### config.mk
export PLATFORM = sky130hd
export DESIGN_NAME = nrt_front
export DESIGN_NICKNAME = d
export VERILOG_FILES = /design/src/design/nrt_pkg.sv /design/src/design/nrt_front.sv
export SDC_FILE = /design/constraint.sdc
export NUM_CORES = 1
export LEC_CHECK = 0
export BUFFER_PORTS_ARGS = -buffer_cell sky130_fd_sc_hd__buf_2
export CAP_MARGIN = 15
export CELL_PAD_IN_SITES_DETAIL_PLACEMENT = 1
export CELL_PAD_IN_SITES_GLOBAL_PLACEMENT = 1
export CORE_MARGIN = 4
export CORE_UTILIZATION = 47
export CTS_CLUSTER_DIAMETER = 100
export DETAILED_ROUTE_END_ITERATION = 7
export PLACE_DENSITY_LB_ADDON = 0.15
export RECOVER_POWER = 25
export SETUP_SLACK_MARGIN = 0.5
export SLEW_MARGIN = 20
export SYNTH_ARGS = -nofsm -noshare
export SYNTH_HDL_FRONTEND = slang
export SYNTH_SLANG_ARGS = --single-unit
### constraint.sdc
create_clock -name i_clk -period 4.27 [get_ports i_clk]
set_clock_uncertainty 0.1 [all_clocks]
set_input_delay 0.427 -clock i_clk [delete_from_list [all_inputs] [get_ports i_clk]]
set_output_delay 0.427 -clock i_clk [all_outputs]
set_load 0.05 [all_outputs]
### src/design/nrt_pkg.sv
// Types and fixed widths of the nearest-reference search block.
package nrt_pkg;

    localparam int COORD_W = 16;   // coordinate field width
    localparam int PT_W    = 17;   // stored coordinate, signed, covers zero-extended input
    localparam int ABS_W   = 16;   // |dx| never exceeds 65535
    localparam int SQ_W    = 32;
    localparam int DIST_W  = 33;
    localparam int QIDX_W  = 32;
    localparam int RIDX_W  = 10;
    localparam int REQ_W   = 2;

    // Request codes on req_type; the fourth code is unused.
    localparam logic [REQ_W-1:0] REQ_CLEAR = 2'd0;
    localparam logic [REQ_W-1:0] REQ_LOAD  = 2'd1;
    localparam logic [REQ_W-1:0] REQ_QUERY = 2'd2;

    typedef enum logic [1:0] {
        CMD_CLEAR = 2'd0,
        CMD_LOAD  = 2'd1,
        CMD_QUERY = 2'd2
    } t_cmd_kind;

    typedef struct packed {
        logic [REQ_W-1:0]          req_type;
        logic signed [COORD_W-1:0] coord_x;
        logic signed [COORD_W-1:0] coord_y;
    } t_req;

    typedef struct packed {
        logic [QIDX_W-1:0] query_index;
        logic [RIDX_W-1:0] ref_index;
        logic [DIST_W-1:0] min_dist;
        logic              last_match;
        logic              tie_overflow;
    } t_result;

    // Classified command passed from front to back.
    typedef struct packed {
        t_cmd_kind              kind;
        logic signed [PT_W-1:0] x;
        logic signed [PT_W-1:0] y;
    } t_cmd;

endpackage

### src/design/nrt_front.sv
// Front end: takes request beats, classifies them and queues commands.
module nrt_front
    import nrt_pkg::*;
#(
    parameter int COORD_BITS = 16
) (
    input  logic i_clk,
    input  logic i_rst_n,
    input  logic i_start,
    input  t_req i_req,
    output logic o_busy,
    output logic o_cmd_valid,
    output t_cmd o_cmd,
    input  logic i_cmd_pop
);

    // Shift that sign-extends from bit COORD_BITS-1 inside a PT_W word.
    localparam int SH = (COORD_BITS > COORD_W) ? 1 : PT_W - COORD_BITS;

    function automatic logic signed [PT_W-1:0] f_coord(input logic [COORD_W-1:0] raw);
        logic signed [PT_W-1:0] v;
        v = signed'({1'b0, raw});
        if (COORD_BITS > COORD_W) begin
            return v;
        end
        return (v <<< SH) >>> SH;
    endfunction

    t_cmd       r_slot [2];
    logic       r_wr;
    logic       r_rd;
    logic [1:0] r_cnt;

    logic       accept;
    logic       push;
    t_cmd       cmd_in;

    assign o_busy      = (r_cnt == 2'd2);
    assign o_cmd_valid = (r_cnt != 2'd0);
    assign o_cmd       = r_slot[r_rd];
    assign accept      = i_start && !o_busy;

    always_comb begin
        cmd_in.x = f_coord(i_req.coord_x);
        cmd_in.y = f_coord(i_req.coord_y);
        push     = accept;
        unique case (i_req.req_type)
            REQ_CLEAR: cmd_in.kind = CMD_CLEAR;
            REQ_LOAD:  cmd_in.kind = CMD_LOAD;
            REQ_QUERY: cmd_in.kind = CMD_QUERY;
            default: begin
                // unused code: dropped here
                cmd_in.kind = CMD_CLEAR;
                push        = 1'b0;
            end
        endcase
    end

    always_ff @(posedge i_clk) begin
        if (push) begin
            r_slot[r_wr] <= cmd_in;
        end
    end

    always_ff @(posedge i_clk) begin
        if (!i_rst_n) begin
            r_wr  <= 1'b0;
            r_rd  <= 1'b0;
            r_cnt <= 2'd0;
        end else begin
            if (push) begin
                r_wr <= !r_wr;
            end
            if (i_cmd_pop) begin
                r_rd <= !r_rd;
            end
            r_cnt <= r_cnt + 2'(push) - 2'(i_cmd_pop);
        end
    end

endmodule

== Word-level counts from Yosys, hierarchy flattened ==
Memory sizes are Yosys's and may differ from the RTL's. A register that Yosys moved wholly into a read port is not among the register bits.
Cells that the tools add are included.
Storage, ports and cells
  bits of input ports: 38
  memory bits (read-only): 0
  RAM bits: 72
  register bits: 4
  latch bits: 0
  word-level logic and storage cells: 22
  output and inout port bits: 38
  memories kept: 1
Cells by class
  shift operators: 0
  multipliers: 0
  multiplexer cells: 6
  equality and inequality tests: 3
  $add $sub $neg: 2
  div/mod/pow operators: 0
  reduce and logical (&&, ||, !) cells: 7
  order comparisons: 0
  bitwise gates (word level): 0
Memory list
  r_slot: words 2, width 36, rd ports 1, clocked after Yosys merged registers in 1, wr ports 1, RTL line nrt_front.sv:29  | t_cmd r_slot [2];
Operators by type and width (number)
  $mux 1: 5
  $eq 2x2->1 const B: 2
  $pmux 2 s2: 1
  $logic_not 1->1: 3
  $reduce_or 3->1: 1
  $add 2x1->2: 1
  $eq 2x1->1 const B: 1
  $logic_not 2->1: 1
  $reduce_bool 2->1: 1
  $sub 2x1->2: 1
  $logic_and 1x1->1: 1

== Logic depth before layout (Yosys ltp) ==
Gate-level depths: netlist of the first run.
  depth in word-level cells: 6
  depth in mapped cells: 8
  depth with buffers taken out: 8

== Worst setup path before layout of the first run ==
Ideal clock, no wire load.
  path kind: flip-flop to flip-flop
  start point: reg r_cnt[1]
  end point: mem r_slot[0][0] in the netlist's numbering, enable pin
  arrival time: 2.122 ns
  stages on the path, launching flop included: 4
  library setup time: 0.425 ns
  setup slack: 1.623 ns
  path through: dfxtp_1 -> nor2b_4 -> nand3b_4 -> nor2_1
On the way
  word-level cells in the longest chain between the ends: 6
Ends and longest elaborated chain
  from (decl): RTL line nrt_front.sv:32  | logic [1:0] r_cnt;
  from (signal assigned): RTL line nrt_front.sv:77  | r_cnt <= r_cnt + 2'(push) - 2'(i_cmd_pop);
  $eq 2x2->1: RTL line nrt_front.sv:38  | assign o_busy = (r_cnt == 2'd2);
  net o_busy: RTL line nrt_front.sv:11  | output logic o_busy,
  $logic_not 1->1: RTL line nrt_front.sv:41  | assign accept = i_start && !o_busy;
  $logic_and 1x1->1: RTL line nrt_front.sv:41
  $mux 1: RTL line nrt_front.sv:47  | unique case (i_req.req_type)
  $mux 1: RTL line nrt_front.sv:60  | if (push) begin
  $mux 1 (not written as such): RTL line nrt_front.sv:61  | r_slot[r_wr] <= cmd_in;
  to (decl): RTL line nrt_front.sv:29
The timed path passes the listed nets, and every way through them passes these cells.

==> run_results.csv, run 1 <==
group,metric,value,unit
sta,hold_viol,0,
worst_setup_path,r2r_end,"r_slot[0][12]",
pwr,ir_worst_vdd,0.299,mV
worst_setup_path,worstPathArrival,1720,ps
drt,vias,1445,
drt,viasPerCell,4.90,
sta,setup_viol,0,
worst_setup_path,r2r_slack,2310,ps
clock_network,numCtsBuffers,9,
grt,grt_pass1_wl,8300,µm
finish,drive_above_1_share,0.550,
synthesis,synthCells,135,
worst_setup_path,path_max_fanout,34,
die,start_util,0.485,
grt,track_usage,0.151,
die,die_x,86.4,µm
synthesis,async_flop_share,0,
sta,rsz0062_at_grt,"false",
finish,multiInputGateArea,668,µm²
grt,antenna_found_initial,0,
drt,drtIter0Drc,62,
die,die_h,86.4,µm
sta,fin_tns_setup,0,ps
pwr,p_leak,1.36,nW
worst_setup_path,max_stage_delay,760,ps
hold_path,hp-class,"input port to flop",
worst_setup_path,required,3740,ps
drt,wl_met3,301,µm
hold_path,hp-start,"i_req[18]",
outcome,status,"completed",
clock_network,ctsResizeCount,0,
synthesis,synth_area_leaders,"edfxtp_1 71%, mux2_4 16%, dfxtp_1 3.5%",
clock_network,clock_path_buffers,2,
sta,drv_slew,0,
clock_network,cts-root-buf,"clkbuf_8",
die,die_area,7460,µm²
synthesis,yosysTopAreaCell,"edfxtp_1",
hold_path,holdPathStages,1,
worst_setup_path,startpoint_type,"flop",
worst_setup_path,crit_family,"flip-flops",
die,row_count,28,
grt,grt_max_degree,35,
synthesis,ys_ff_latch,73,
sta,whs,182,ps
placement,numPortBuffers,75,
placement,hpwl,3510,µm
worst_setup_path,worstPathCellList,"mux2_2 -> buf_2",
job,drv_cap,0,
synthesis,seq_area_frac_synth,0.741,
hold_path,holdPathEnd,"r_slot[1][19]",
clock_network,clock_sinks,73,
worst_setup_path,slowest_stage,"dfxtp_4",
synthesis,synth_edf_count,68,
grt,gr-total-overflow,0,
worst_setup_path,crit_type,"flop to output port",
drt,wire_per_inst,16.9,µm
synthesis,ys_types,19,
clock_network,clk_pin_slew,70,ps
clock_network,cts_hold_buf,0,
finish,seqCellArea,2150,µm²
die,core,5960,µm²
clock_network,h-tree-depth,3,
synthesis,ys.flop_type,"edfxtp_1",
worst_setup_path,crit_path_end_kind,"output port",
drt,route.detailed.drc,0,
clock_network,cts_setup_buffers,0,
drt,routed-wl-met2,2690,µm
finish,nets,255,
drt,dr.pass1.iters,2,
synthesis,synth_area,2890,µm²
worst_setup_path,critPathBufInv,1,
synthesis,netlist.area_leader.share,0.707,
clock_network,cts_tree,"built",
sta,min_period_over_period,0.527,
sta,period_needed,2250,ps
drt,drt-met1-wl,1890,µm
worst_setup_path,reg2reg_depth,3,
grt,first_global_vias,1677,
placement,gp_congestion,0.680,
pwr,powerDensity,538,nW/µm²
synthesis,avgSynthCellArea,21.4,µm²
finish,area_growth,20.0,%
drt,dr.max_layer_used,"met4",
drt,wl,4980,µm
synthesis,syn_nets,175,
sta,fmax,444,MHz
worst_setup_path,reg2reg_from,"r_cnt[1]",
clock_network,clk_latency,330,ps
finish,n_antenna_cell,0,
drt,drtAntennaViolNets,0,
finish,final.fill_count,576,
sta,worst_slew_pin_slew,994,ps
synthesis,yosys_warnings,0,
sta,max_slew_margin,0.336,
die,ioPinCount,76,
-- cell usage after synthesis (2+ instances only) --
| cell | n |
|---|---|
| edfxtp_1 | 68 |
| mux2_4 | 30 |
| dfxtp_1 | 5 |
| and2_1 | 4 |
| mux2_2 | 4 |
| buf_12 | 3 |
| nand2_1 | 3 |
| buf_4 | 2 |
| ha_1 | 2 |
| inv_1 | 2 |
| nor2_1 | 2 |
| nor2b_1 | 2 |
| xnor2_1 | 2 |
-- stage by stage --
step / util / std cells / instance area (µm²) / total power, W / setup slack (ps)
4_1_cts: 0.583 / 295 / 3470 / 0.00190 / 1620
6_report: 0.582 / 295 / 3470 / 0.00187 / 2020
3_3_place_gp: 0.552 / 279 / 3290 / 0.00137 / 2060
2_1_floorplan: - / 135 / 2890 / 0.00130 / 1620
5_1_grt: 0.582 / 295 / 3470 / 0.00196 / 1930
3_5_place_dp: 0.552 / 279 / 3290 / 0.00139 / 2000
-- per-layer routing --
| metal | track usage | vias to the layer above |
|---|---|---|
| met5 | 0 | - |
| met4 | 0.0722 | 0 |
| met3 | 0.0428 | 9 |
| li1 | - | 671 |
| met1 | 0.165 | 719 |
| met2 | 0.267 | 46 |
-- worst max path at each step --
stage             start            to  slack, ps  cells after the start
2_1_floorplan  r_cnt[1]  r_slot[0][0]       1620                      3
3_3_place_gp       flop     o_cmd[33]       2060                      2
3_5_place_dp       flop     o_cmd[33]       2000                      2
4_1_cts            flop     o_cmd[33]       1620                      2
5_1_grt            flop     o_cmd[33]       1930                      2
6_report           flop     o_cmd[33]       2020                      2
-- layout by cell type (no fill, tap or decap) --
master / Yosys / routed
mux2i_1: 1 / 1
ha_1: 2 / 2
mux2_4: 30 / 30
mux2_2: 4 / 4
inv_1: 2 / 2
clkbuf_1: 0 / 9
xor2_1: 1 / 1
nor2b_1: 2 / 2
clkinvlp_4: 0 / 2
nor2b_4: 1 / 1
dfxtp_4: 0 / 1
nand3b_4: 1 / 1
and2_1: 4 / 4
edfxtp_1: 68 / 68
bufinv_16: 0 / 1
clkinv_2: 0 / 2
nand2_1: 3 / 3
clkbuf_8: 0 / 9
xnor2_1: 2 / 2
clkinv_1: 0 / 1
nor2_4: 0 / 2
buf_2: 0 / 67
dfxtp_1: 5 / 4
or2_2: 1 / 1
-- worst reg2reg max path, stage by stage, from the launching register on --
cell and delay, ps:
dfxtp_1 340, nor2b_4 140, nand3b_4 210, nor2_4 780
-- cell families (layout without fill, tap and decap cells) --
kind of cell               count (synthesis)  after routing  share of synthesized area
buffers and inverters                      8             93                     0.0325
muxes                                     35             35                      0.175
adders and majority gates                  2              2                    0.00866
xor gates and xnor gates                   3              3                    0.00910
and+or+nand+nor                           14             14                     0.0333
DFF                                       73             73                      0.741
-- sequential cells by signal, summed over array words and instances, names as in the netlist, named ones only --
signal and flops:
r_cnt 2, r_rd 1, r_slot 68, r_wr 1
-- where the power goes --
group / internal (W) / leakage (nW) / total [W] / switching (W)
clock network: 0.000266 / 0.0897 / 0.000501 / 0.000235
registers: 0.000869 / 0.671 / 0.000910 / 0.0000408
logic: 0.000147 / 0.602 / 0.000455 / 0.000308
-- area by class of cell --
class | count | area share
flip-flops and latches | 73 | 0.619
multi-input cells | 54 | 0.193
repair buffers | 75 | 0.105
clock buffers | 10 | 0.0368
well taps | 75 | 0.0271
clock inverters | 6 | 0.0170
inverters | 2 | 0.00217
Power figures use the tool's default switching activity.
==> inputs of run 2 (changes only) <==
Settings changed: CORE_UTILIZATION 47 to 39.
Clock period 4.27 ns to 1.95 ns, I/O delays scaled along.
==> run 2 against run 1 <==
Net effect: register-to-register slack lost 2200 ps; critical endpoint is now r_slot[1][28]; largest power group unchanged; core utilization up 5.4 points; setup slack worse by 1900 ps; count of clock-buffer cells in the layout grew 3; power up 150%; first-iteration DRC count increased by 9.7%; largest cell class unchanged; highest routed layer unchanged; global-route usage up 1.1 points; die area grew 19%; clock power increased by 94%; via count increased by 18%; wire length increased by 36%; final cell count rose by 29%.
==> run_results.csv, run 2 (same netlist as run 1, synthesis figures left out) <==
group,metric,value,unit
grt,grt_max_degree,18,
drt,dr.pass1.iters,4,
worst_setup_path,worstPathArrival,1740,ps
die,start_util,0.400,
clock_network,cts_tree,"built",
drt,drtAntennaViolNets,0,
grt,track_usage,0.162,
sta,worst_slew_pin_slew,262,ps
finish,area_growth,58.8,%
pwr,p_leak,1.80,nW
die,core,7210,µm²
sta,fmax,558,MHz
sta,rsz0062_at_grt,"true",
worst_setup_path,reg2reg_from,"r_cnt[1]",
die,ioPinCount,76,
finish,nets,318,
finish,n_antenna_cell,0,
clock_network,numCtsBuffers,9,
finish,layoutNonFillerInstCount,382,
finish,final_cell_mix,"68 x edfxtp_1, 37 x buf_6, 32 x dlygate4sd3_1",
worst_setup_path,crit_path_end_kind,"flop",
job,drv_cap,0,
worst_setup_path,startpoint_type,"flop",
die,die_x,94.1,µm
drt,drtIter0Drc,68,
finish,final_common_cell,"edfxtp_1",
grt,first_global_vias,1891,
clock_network,clock_path_buffers,2,
worst_setup_path,r2r_slack,160,ps
pwr,powerDensity,1010,nW/µm²
sta,setup_viol,0,
worst_setup_path,r2r_end,"r_slot[1][28]",
grt,grt_pass1_wl,10200,µm
clock_network,clk_pin_slew,70,ps
clock_network,clk_latency,320,ps
pwr,ir_worst_vdd,0.510,mV
die,die_h,94.1,µm
placement,gp_congestion,0.636,
finish,largest_register_ffs,68,
drt,route.detailed.drc,0,
grt,antenna_found_initial,0,
drt,wire_per_inst,17.8,µm
die,row_count,31,
worst_setup_path,required,1900,ps
hold_path,holdPathStages,2,
worst_setup_path,reg2reg_depth,7,
worst_setup_path,path_max_fanout,5,
sta,whs,53.4,ps
grt,gr-total-overflow,0,
drt,vias,1698,
sta,fin_tns_setup,0,ps
finish,top_regs,"r_slot x68, r_cnt x2",
finish,drive_above_1_share,0.527,
hold_path,hp-class,"input port to flop",
clock_network,clock_sinks,73,
sta,max_slew_margin,0.825,
sta,drv_slew,0,
sta,min_period_over_period,0.918,
drt,viasPerCell,4.45,
clock_network,h-tree-depth,3,
clock_network,cts-root-buf,"clkbuf_8",
finish,top_register,"r_slot",
sta,hold_viol,0,
hold_path,hp-start,"i_rst_n",
worst_setup_path,crit_type,"flop to flop",
outcome,status,"completed",
placement,dp.cells,307,
drt,wl,6780,µm
placement,numPortBuffers,75,
sta,period_needed,1790,ps
die,die_area,8850,µm²
run 2: stage by stage:
step           power (W)  cell area [µm²]  worst slack, ps   util
3_3_place_gp     0.00306             3410              268  0.472
3_5_place_dp     0.00310             3410              211  0.472
6_report         0.00463             4590              159  0.636
5_1_grt          0.00483             4590              107  0.636
2_1_floorplan    0.00288             2940              130      -
4_1_cts          0.00459             4520              188  0.627
run 2: worst max path at each step:
stage                     cells past startpoint     start       endpoint  slack, ps
after floorplan                               8  r_cnt[1]       r_cnt[1]        130
after global placement                        8  r_cnt[1]       r_cnt[1]        270
after detailed placement                      8  r_cnt[1]       r_cnt[1]        210
after CTS                                     4      flop      o_cmd[17]        190
after global routing                          7  r_cnt[1]  r_slot[1][28]        110
final                                         7  r_cnt[1]  r_slot[1][28]        160
run 2: where the power goes:
| part | switching (W) | internal (W) | total (W) | leakage (nW) |
|---|---|---|---|---|
| combinational | 0.000853 | 0.000835 | 0.00169 | 1.05 |
| clock | 0.000512 | 0.000460 | 0.000972 | 0.0774 |
| sequential | 0.0000669 | 0.00190 | 0.00197 | 0.672 |
run 2: routing by layer:
layer | wire, µm | track usage
met1 | 2610 | 0.184
met2 | 3860 | 0.291
met3 | 251 | 0.0353
met4 | 65 | 0.0698
met5 | 0 | 0
run 2: final cells by class:
type	count	area (µm²)
Inverter	2	10.0
Multi-Input combinational cell	54	709
Tap cell	99	124
Timing Repair Buffer	138	1440
Clock buffer	13	139
Fill cell	648	2630
Clock inverter	3	17.5
Sequential cell	73	2150
run 2: repair_timing:
action / in CTS / in global routing
endpoints found under the hold margin: 64 / 0
resized for setup: 89 / 9
cloned: 9 / 3
buffers inserted: 13 / 2
setup endpoints to repair: 107 / 107
hold buffers: 32 / 0
pin swaps: 5 / 3
run 2: worst max-delay path, cell delays in order, from the launching register on:
cell and delay [ps]:
dfxtp_2 330, nor2b_4 120, nand3b_4 170, buf_6 140
buf_12 120, nor2_4 240, buf_6 160, clkbuf_16 140
